==> config.mk <==
export PLATFORM = sky130hd
export DESIGN_NAME = i2c_master_bit_sequencer
export DESIGN_NICKNAME = d
export VERILOG_FILES = /design/src/hdl/i2cm_pkg.sv /design/src/hdl/i2cm_core.sv /design/src/hdl/i2c_master_bit_sequencer.sv
export SDC_FILE = /design/constraint.sdc
export NUM_CORES = 1
export LEC_CHECK = 0
export ABC_AREA = 1
export BUFFER_PORTS_ARGS = -buffer_cell sky130_fd_sc_hd__buf_2
export CORE_MARGIN = 4
export CORE_UTILIZATION = 55
export DETAILED_ROUTE_END_ITERATION = 10
export HOLD_SLACK_MARGIN = 0.1
export PLACE_DENSITY = 0.77
export SYNTH_ARGS = -nofsm -noshare
export SYNTH_HDL_FRONTEND = slang
export SYNTH_HIERARCHICAL = 1
export SYNTH_SLANG_ARGS = --single-unit
==> constraint.sdc <==
create_clock -name aclk -period 3.1 [get_ports aclk]
set_input_delay 0.62 -clock aclk [delete_from_list [all_inputs] [get_ports aclk]]
set_output_delay 0.62 -clock aclk [all_outputs]
set_load 0.05 [all_outputs]
==> src/hdl/i2cm_pkg.sv <==
// ----------------------------------------------------------------------------
// i2cm_pkg
// Shared codes, widths and the result record of the I2C master bit sequencer.
// ----------------------------------------------------------------------------
package i2cm_pkg;

    localparam int unsigned PHASE_W = 5;
    localparam int unsigned TPU_W   = 16;
    localparam int unsigned TMO_W   = 8;
    localparam int unsigned CFG_W   = 16;

    // command opcodes
    localparam logic [2:0] OP_TICK  = 3'd0;
    localparam logic [2:0] OP_START = 3'd1;
    localparam logic [2:0] OP_STOP  = 3'd2;
    localparam logic [2:0] OP_WRITE = 3'd3;
    localparam logic [2:0] OP_READ  = 3'd4;
    localparam logic [2:0] OP_WAIT  = 3'd5;
    localparam logic [2:0] OP_CHECK = 3'd6;
    localparam logic [2:0] OP_RSVD  = 3'd7;

    // configuration register indexes
    localparam logic CFG_TICKS_PER_UNIT = 1'b0;
    localparam logic CFG_ACK_TIMEOUT    = 1'b1;

    localparam logic [TPU_W-1:0] TPU_RESET = 16'd10;
    localparam logic [TMO_W-1:0] TMO_RESET = 8'd250;

    // sequencer phases
    localparam logic [PHASE_W-1:0] PH_IDLE = 5'd0;
    localparam logic [PHASE_W-1:0] PH_ST_A = 5'd1;
    localparam logic [PHASE_W-1:0] PH_ST_B = 5'd2;
    localparam logic [PHASE_W-1:0] PH_SP_A = 5'd3;
    localparam logic [PHASE_W-1:0] PH_SP_B = 5'd4;
    localparam logic [PHASE_W-1:0] PH_WR_A = 5'd5;
    localparam logic [PHASE_W-1:0] PH_WR_B = 5'd6;
    localparam logic [PHASE_W-1:0] PH_WR_C = 5'd7;
    localparam logic [PHASE_W-1:0] PH_RD_A = 5'd8;
    localparam logic [PHASE_W-1:0] PH_RD_B = 5'd9;
    localparam logic [PHASE_W-1:0] PH_AK_A = 5'd10;
    localparam logic [PHASE_W-1:0] PH_AK_B = 5'd11;
    localparam logic [PHASE_W-1:0] PH_WA_A = 5'd12;
    localparam logic [PHASE_W-1:0] PH_WA_B = 5'd13;
    localparam logic [PHASE_W-1:0] PH_POLL = 5'd14;
    localparam logic [PHASE_W-1:0] PH_SX_A = 5'd15;
    localparam logic [PHASE_W-1:0] PH_SX_B = 5'd16;

    typedef struct packed {
        logic       scl_level;
        logic       sda_level;
        logic       sda_enable;
        logic       busy_res;
        logic       done_res;
        logic [7:0] rx_byte;
        logic       ack_fail;
        logic       refused;
    } i2cm_result_t;

endpackage

==> src/hdl/i2cm_core.sv <==
// ----------------------------------------------------------------------------
// i2cm_core
// Sequencer state, configuration registers and the one-item step logic.
// ----------------------------------------------------------------------------
module i2cm_core
    import i2cm_pkg::*;
(
    input  logic                aclk,
    input  logic                aresetn,
    input  logic                cfg_we,
    input  logic                cfg_index,
    input  logic [CFG_W-1:0]    cfg_data,
    input  logic                step_en,
    input  logic [2:0]          opcode,
    input  logic [7:0]          tx_byte,
    input  logic                send_ack,
    input  logic                sda_sample,
    output i2cm_result_t        result
);

    logic [TPU_W-1:0]   tpu_reg;
    logic [TMO_W-1:0]   tmo_reg;

    logic [PHASE_W-1:0] phase_reg, phase_next;
    logic [2:0]         cmd_reg, cmd_next;
    logic [3:0]         bit_reg, bit_next;
    logic [7:0]         shift_reg, shift_next;
    logic [TPU_W-1:0]   ticks_reg, ticks_next;
    logic [2:0]         units_reg, units_next;
    logic [TMO_W-1:0]   poll_reg, poll_next;
    logic               ack_choice_reg, ack_choice_next;
    logic               scl_reg, scl_next;
    logic               sda_reg, sda_next;
    logic               sda_en_reg, sda_en_next;
    logic [7:0]         last_rx_reg, last_rx_next;
    logic               ack_err_reg, ack_err_next;

    logic               finished;
    logic               refused;
    logic [TPU_W-1:0]   tpu;
    logic [TPU_W-1:0]   ticks_inc;
    logic [2:0]         units_dec;
    logic [3:0]         bit_inc;

    always_ff @(posedge aclk) begin
        if (!aresetn) begin
            tpu_reg <= TPU_RESET;
            tmo_reg <= TMO_RESET;
        end else if (cfg_we) begin
            if (cfg_index == CFG_TICKS_PER_UNIT) begin
                tpu_reg <= cfg_data;
            end else begin
                tmo_reg <= cfg_data[TMO_W-1:0];
            end
        end
    end

    always_comb begin
        phase_next      = phase_reg;
        cmd_next        = cmd_reg;
        bit_next        = bit_reg;
        shift_next      = shift_reg;
        ticks_next      = ticks_reg;
        units_next      = units_reg;
        poll_next       = poll_reg;
        ack_choice_next = ack_choice_reg;
        scl_next        = scl_reg;
        sda_next        = sda_reg;
        sda_en_next     = sda_en_reg;
        last_rx_next    = last_rx_reg;
        ack_err_next    = ack_err_reg;
        finished        = 1'b0;
        refused         = 1'b0;

        tpu       = (tpu_reg == '0) ? {{(TPU_W-1){1'b0}}, 1'b1} : tpu_reg;
        ticks_inc = ticks_reg + {{(TPU_W-1){1'b0}}, 1'b1};
        units_dec = (units_reg != 3'd0) ? units_reg - 3'd1 : 3'd0;
        bit_inc   = bit_reg + 4'd1;

        if (step_en) begin
            if (opcode == OP_TICK) begin
                if (phase_reg == PH_IDLE) begin
                    // nothing to advance
                end else if (phase_reg == PH_POLL) begin
                    if (!sda_sample) begin
                        scl_next = 1'b0;
                        if (cmd_reg == OP_CHECK) begin
                            sda_en_next = 1'b1; scl_next = 1'b0; sda_next = 1'b0;
                            phase_next = PH_SP_A; units_next = 3'd4; ticks_next = '0;
                        end else begin
                            phase_next = PH_IDLE; units_next = 3'd0; ticks_next = '0;
                            finished = 1'b1;
                        end
                    end else if (poll_reg >= tmo_reg) begin
                        // timed out: flag and release the bus with a stop
                        ack_err_next = 1'b1;
                        sda_en_next = 1'b1; scl_next = 1'b0; sda_next = 1'b0;
                        phase_next = PH_SX_A; units_next = 3'd4; ticks_next = '0;
                    end else begin
                        poll_next = poll_reg + 8'd1;
                    end
                end else begin
                    ticks_next = ticks_inc;
                    if (ticks_inc >= tpu) begin
                        ticks_next = '0;
                        units_next = units_dec;
                        if (units_dec == 3'd0) begin
                            case (phase_reg)
                                PH_ST_A: begin
                                    sda_next = 1'b0;
                                    phase_next = PH_ST_B; units_next = 3'd4;
                                end
                                PH_ST_B: begin
                                    scl_next = 1'b0;
                                    if (cmd_reg == OP_CHECK) begin
                                        sda_en_next = 1'b1;
                                        bit_next = 4'd0;
                                        sda_next = shift_reg[7];
                                        phase_next = PH_WR_A; units_next = 3'd2;
                                    end else begin
                                        phase_next = PH_IDLE; units_next = 3'd0;
                                        finished = 1'b1;
                                    end
                                end
                                PH_SP_A, PH_SX_A: begin
                                    scl_next = 1'b1; sda_next = 1'b1;
                                    phase_next = (phase_reg == PH_SP_A) ? PH_SP_B : PH_SX_B;
                                    units_next = 3'd4;
                                end
                                PH_SX_B: begin
                                    if (cmd_reg == OP_CHECK) begin
                                        sda_en_next = 1'b1; scl_next = 1'b0; sda_next = 1'b0;
                                        phase_next = PH_SP_A; units_next = 3'd4;
                                    end else begin
                                        phase_next = PH_IDLE; units_next = 3'd0;
                                        finished = 1'b1;
                                    end
                                end
                                PH_WR_A: begin
                                    scl_next = 1'b1;
                                    phase_next = PH_WR_B; units_next = 3'd2;
                                end
                                PH_WR_B: begin
                                    scl_next = 1'b0;
                                    if (bit_reg == 4'd7) begin
                                        sda_next = 1'b1;
                                    end
                                    shift_next = {shift_reg[6:0], 1'b0};
                                    phase_next = PH_WR_C; units_next = 3'd2;
                                end
                                PH_WR_C: begin
                                    bit_next = bit_inc;
                                    if (bit_inc < 4'd8) begin
                                        sda_next = shift_reg[7];
                                        phase_next = PH_WR_A; units_next = 3'd2;
                                    end else if (cmd_reg == OP_CHECK) begin
                                        sda_en_next = 1'b0; scl_next = 1'b1;
                                        phase_next = PH_WA_A; units_next = 3'd1;
                                    end else begin
                                        phase_next = PH_IDLE; units_next = 3'd0;
                                        finished = 1'b1;
                                    end
                                end
                                PH_RD_A: begin
                                    scl_next = 1'b1;
                                    phase_next = PH_RD_B; units_next = 3'd1;
                                end
                                PH_RD_B: begin
                                    // take the data bit on the last tick of SCL high
                                    shift_next = {shift_reg[6:0], sda_sample};
                                    bit_next = bit_inc;
                                    scl_next = 1'b0;
                                    if (bit_inc < 4'd8) begin
                                        phase_next = PH_RD_A; units_next = 3'd2;
                                    end else begin
                                        sda_en_next = 1'b1;
                                        sda_next = !ack_choice_reg;
                                        phase_next = PH_AK_A; units_next = 3'd2;
                                    end
                                end
                                PH_AK_A: begin
                                    scl_next = 1'b1;
                                    phase_next = PH_AK_B; units_next = 3'd2;
                                end
                                PH_AK_B: begin
                                    scl_next = 1'b0;
                                    last_rx_next = shift_reg;
                                    phase_next = PH_IDLE; units_next = 3'd0;
                                    finished = 1'b1;
                                end
                                PH_WA_A: begin
                                    sda_next = 1'b1;
                                    phase_next = PH_WA_B; units_next = 3'd1;
                                end
                                PH_WA_B: begin
                                    poll_next = '0;
                                    phase_next = PH_POLL; units_next = 3'd0;
                                end
                                default: begin
                                    phase_next = PH_IDLE; units_next = 3'd0;
                                    finished = 1'b1;
                                end
                            endcase
                        end
                    end
                end
            end else if (opcode != OP_RSVD) begin
                if (phase_reg != PH_IDLE) begin
                    refused = 1'b1;
                end else begin
                    cmd_next     = opcode;
                    ack_err_next = 1'b0;
                    ticks_next   = '0;
                    case (opcode)
                        OP_START: begin
                            sda_en_next = 1'b1; scl_next = 1'b1; sda_next = 1'b1;
                            phase_next = PH_ST_A; units_next = 3'd4;
                        end
                        OP_STOP: begin
                            sda_en_next = 1'b1; scl_next = 1'b0; sda_next = 1'b0;
                            phase_next = PH_SP_A; units_next = 3'd4;
                        end
                        OP_WRITE: begin
                            sda_en_next = 1'b1; scl_next = 1'b0;
                            shift_next = tx_byte;
                            bit_next = 4'd0;
                            sda_next = tx_byte[7];
                            phase_next = PH_WR_A; units_next = 3'd2;
                        end
                        OP_READ: begin
                            ack_choice_next = send_ack;
                            sda_en_next = 1'b0;
                            shift_next = 8'd0;
                            bit_next = 4'd0;
                            scl_next = 1'b0;
                            phase_next = PH_RD_A; units_next = 3'd2;
                        end
                        OP_WAIT: begin
                            sda_en_next = 1'b0; scl_next = 1'b1;
                            phase_next = PH_WA_A; units_next = 3'd1;
                        end
                        default: begin
                            // check device: address with the R/W bit cleared
                            shift_next = {tx_byte[7:1], 1'b0};
                            sda_en_next = 1'b1; scl_next = 1'b1; sda_next = 1'b1;
                            phase_next = PH_ST_A; units_next = 3'd4;
                        end
                    endcase
                end
            end
        end
    end

    always_ff @(posedge aclk) begin
        if (!aresetn) begin
            phase_reg      <= PH_IDLE;
            cmd_reg        <= 3'd0;
            bit_reg        <= 4'd0;
            shift_reg      <= 8'd0;
            ticks_reg      <= '0;
            units_reg      <= 3'd0;
            poll_reg       <= '0;
            ack_choice_reg <= 1'b0;
            scl_reg        <= 1'b1;
            sda_reg        <= 1'b1;
            sda_en_reg     <= 1'b1;
            last_rx_reg    <= 8'd0;
            ack_err_reg    <= 1'b0;
        end else begin
            phase_reg      <= phase_next;
            cmd_reg        <= cmd_next;
            bit_reg        <= bit_next;
            shift_reg      <= shift_next;
            ticks_reg      <= ticks_next;
            units_reg      <= units_next;
            poll_reg       <= poll_next;
            ack_choice_reg <= ack_choice_next;
            scl_reg        <= scl_next;
            sda_reg        <= sda_next;
            sda_en_reg     <= sda_en_next;
            last_rx_reg    <= last_rx_next;
            ack_err_reg    <= ack_err_next;
        end
    end

    always_comb begin
        result.scl_level  = scl_next;
        result.sda_level  = sda_next;
        result.sda_enable = sda_en_next;
        result.busy_res   = (phase_next != PH_IDLE);
        result.done_res   = finished;
        result.rx_byte    = last_rx_next;
        result.ack_fail   = finished & ack_err_next;
        result.refused    = refused;
    end

endmodule

==> src/hdl/i2c_master_bit_sequencer.sv <==
// ----------------------------------------------------------------------------
// i2c_master_bit_sequencer
// I2C master that sequences SCL/SDA levels one command or tick at a time.
// An accepted item is registered in the input register, then passes through the
// step logic into the result register.
// Throughput: one item per cycle while results are taken.
// Reset: synchronous, active low; returns to idle with SCL, SDA and the
// SDA enable high, ticks_per_unit 10 and ack_timeout 250.
// ----------------------------------------------------------------------------
module i2c_master_bit_sequencer
    import i2cm_pkg::*;
(
    input  logic                aclk,
    input  logic                aresetn,
    input  logic                cfg_we,
    input  logic                cfg_index,
    input  logic [CFG_W-1:0]    cfg_data,
    input  logic                s_valid,
    output logic                s_ready,
    input  logic [2:0]          s_opcode,
    input  logic [7:0]          s_tx_byte,
    input  logic                s_send_ack,
    input  logic                s_sda_sample,
    output logic                m_valid,
    input  logic                m_ready,
    output logic                m_scl_level,
    output logic                m_sda_level,
    output logic                m_sda_enable,
    output logic                m_busy_res,
    output logic                m_done_res,
    output logic [7:0]          m_rx_byte,
    output logic                m_ack_fail,
    output logic                m_refused
);

    logic         in_valid_reg;
    logic [2:0]   opcode_reg;
    logic [7:0]   tx_byte_reg;
    logic         send_ack_reg;
    logic         sample_reg;
    logic         out_valid_reg;
    i2cm_result_t res_reg;
    i2cm_result_t res_next;
    logic         advance;

    assign advance = in_valid_reg && (!out_valid_reg || m_ready);
    assign s_ready = !in_valid_reg || advance;

    always_ff @(posedge aclk) begin
        if (!aresetn) begin
            in_valid_reg  <= 1'b0;
            out_valid_reg <= 1'b0;
        end else begin
            if (s_ready) begin
                in_valid_reg <= s_valid;
            end
            if (advance) begin
                out_valid_reg <= 1'b1;
            end else if (m_ready) begin
                out_valid_reg <= 1'b0;
            end
        end
    end

    always_ff @(posedge aclk) begin
        if (s_valid && s_ready) begin
            opcode_reg   <= s_opcode;
            tx_byte_reg  <= s_tx_byte;
            send_ack_reg <= s_send_ack;
            sample_reg   <= s_sda_sample;
        end
        if (advance) begin
            res_reg <= res_next;
        end
    end

    i2cm_core u_core (
        .aclk       (aclk),
        .aresetn    (aresetn),
        .cfg_we     (cfg_we),
        .cfg_index  (cfg_index),
        .cfg_data   (cfg_data),
        .step_en    (advance),
        .opcode     (opcode_reg),
        .tx_byte    (tx_byte_reg),
        .send_ack   (send_ack_reg),
        .sda_sample (sample_reg),
        .result     (res_next)
    );

    assign m_valid      = out_valid_reg;
    assign m_scl_level  = res_reg.scl_level;
    assign m_sda_level  = res_reg.sda_level;
    assign m_sda_enable = res_reg.sda_enable;
    assign m_busy_res   = res_reg.busy_res;
    assign m_done_res   = res_reg.done_res;
    assign m_rx_byte    = res_reg.rx_byte;
    assign m_ack_fail   = res_reg.ack_fail;
    assign m_refused    = res_reg.refused;

endmodule

==> run metrics <==
status complete, but fails checks; failing checks setup timing; fin util 0.701; Synth area leader dfxtp_1; Most common cell on crit path nand2_1; Slew @ Worst Pin 0.741 ns; crit share post-route 1.01; drt first pass iters 7; Final Hold Viols 0; Core Box Area 12000 um2; final number of max-transition violations 0; Worst Skew 0.00667 ns; FF-to-FF Start u_core/ticks_reg[1]; final-stage net count 1088; Yosys top cell area share 0.254; Yosys reg bits 114; number of global-route vias before repair 5925; Pleak 0.00394 uW; worst skew pair latency 0.41 ns; Final ANT Viol Nets 0; largest net degree at the start of global routing 44; Final WS setup -0.0443 ns; critical path endpoint category flip-flop; CP max FO 4; first-pass GRT wire length 27700 um; H-tree depth 4; Worst slew margin 0.503; final non-filler cell total 1180; routed vias/inst 5.58; fraction of registers with async set/reset 0; Overall Global Routing Usage 0.239; # hold bufs at CTS 0; number of DRC violations after detailed-routing iteration 0 606; VDD IR max 0.495 mV; minimum clock period 3.14 ns; crit path launch u_core/ticks_reg[1]; CP Data Arrival Time 3.32 ns; Die X 119 um; die area 14200 um2; WL/cell 15.3 um; CTS Sinks 114; mean post-synth cell area 7.33 um2; final WL 18100 um; Port Buffers 51; fmax 318 MHz; hold_sp s_tx_byte[4]; Clk pin slew, worst setup/hold paths 0.06 ns; syn_nets 992; critical path startpoint category flip-flop; area delta synth->final 24.3%; clk buf depth 2; Synth Flop Type dfxtp_1; # DRC 0; Cell Rows 40; # diodes 0; CTS buffer count 17; RSZ-0062 raised after global routing true; share of layout cells above drive strength 1 0.248; synth unique cells 52; most frequent cells in the layout 189 x nand2_1, 115 x inv_1, 97 x nor2_1; commonest non-fill, non-tap cell in the layout nand2_1; initial antenna violation count 0; critical-path cell list ha_4, nand2_4, nor2_4, inv_2, nor2_4, nand4_1, nor2_2, nand4_1, nand2_1, inv_2, ha_4, nand4_1, nor2_2, nand2_2, a21oi_4, buf_6, nand3_2, nand3_2, nand2_1, nand2_1, nand2_1, nand2_1, inv_1; Required @ worst endpoint 3.27 ns; Area contributors post-synth dfxtp_1 25%, edfxtp_1 12%, nand2_1 11%; total grt overflow 0; routability cong. 0.946; slowest CP cell dfxtp_2; Die H 119 um; maxcap violations 0; DP HPWL 11700 um; Crit Path Category flip-flop to flip-flop; post-synthesis instance area 6770 um2; vias 6586; sequential-to-total area share from yosys stat 0.378; Cells after Synth 924; CP max stage delay 0.35 ns; placed insts 1132; YS warnings 6; Starting Density 0.564; Post-synth EDFFs 28; root buf cell clkbuf_16; TritonCTS clock tree yes; setup violators final 1; Top Ports 52; power per cell area 490 nW/um2; worst hold path type input pin to flip-flop; hold_ws 0.381 ns
## worst max-delay path, delay by kind of cell (launching register included)
| family | cells | cell delay, ns |
|---|---|---|
| AOI/OAI and AO/OA | 1 | 0.24 |
| adders and majority gates | 2 | 0.41 |
| buffers and inverters | 4 | 0.30 |
| DFF | 1 | 0.35 |
| and+or+nand+nor | 16 | 1.62 |
## final cells by class
type                    count  area [um2]
inverters                 136         528
flip-flops and latches    114        2560
repair buffers            107         722
well taps                 147         184
clock inverters            11         138
clock buffers              21         440
repair inverters            3        21.3
multi-input cells         641        3820
fillers                   918        3590
## metal layers
| metal | global-route usage | part of all wire | routed length (um) | vias up |
|---|---|---|---|---|
| met4 | 0.0920 | 0.023 | 425 | 0 |
| met2 | 0.369 | 0.46 | 8280 | 328 |
| met1 | 0.325 | 0.44 | 7880 | 2993 |
| li1 | - | - | - | 3221 |
| met3 | 0.0570 | 0.084 | 1520 | 44 |
| met5 | 0 | 0 | 0 | - |
## stage by stage
step / setup WS, ns / area (um2) / total power (uW) / setup TNS [ns]
floorplan: 0.0677 / 6770 / 2040 / 0
global placement: -0.110 / 7350 / 2180 / -1.29
detailed placement: -0.233 / 7350 / 2180 / -4.17
CTS: 0.00431 / 7990 / 4100 / 0
global route: -0.212 / 8420 / 4280 / -4.52
finish: -0.0443 / 8420 / 4130 / -0.0443
## report_power, final
group | internal [uW] | switching, uW | total [uW]
logic | 186 | 389 | 574
clock network | 1250 | 668 | 1920
registers | 1590 | 42.7 | 1630
## synth_stat cells, types with 9 or more instances
| cell | count |
|---|---|
| o211ai_1 | 9 |
| inv_1 | 124 |
| a22oi_1 | 14 |
| nand4_1 | 16 |
| nor2_4 | 11 |
| clkbuf_1 | 16 |
| inv_2 | 9 |
| edfxtp_1 | 28 |
| o21ai_0 | 45 |
| dfxtp_1 | 86 |
| nor2_1 | 104 |
| ha_1 | 33 |
| nand2_1 | 206 |
| a21oi_1 | 57 |
| nor3_1 | 13 |
| nand3_1 | 44 |
| a211oi_1 | 9 |
| xor2_1 | 16 |
| buf_4 | 11 |
## what timing repair did
action                     4_1_cts  5_1_grt
setup endpoints to repair       60       69
resized for setup               12       87
pin swaps                        6       34
setup buffers                    1       12
gates cloned                     1        2
## path summary, 6_finish.rpt
path,cells after the start,end,slack [ns]
worst max-delay path,23,m_sda_level,-0.04
worst min-delay path,1,tx_byte_reg[4],0.38
worst max register to register,23,m_sda_level,-0.04
worst min register to register,2,u_core/cmd_reg[2],0.47
## cell families after synthesis
| kind of cell | synth area share |
|---|---|
| and+or+nand+nor | 0.284 |
| buffers and inverters | 0.106 |
| DFF | 0.378 |
| adders and majority gates | 0.0610 |
| xor gates and xnor gates | 0.0233 |
| AOI/OAI and AO/OA | 0.148 |
Note: power is estimated with default switching activity, not from simulation.
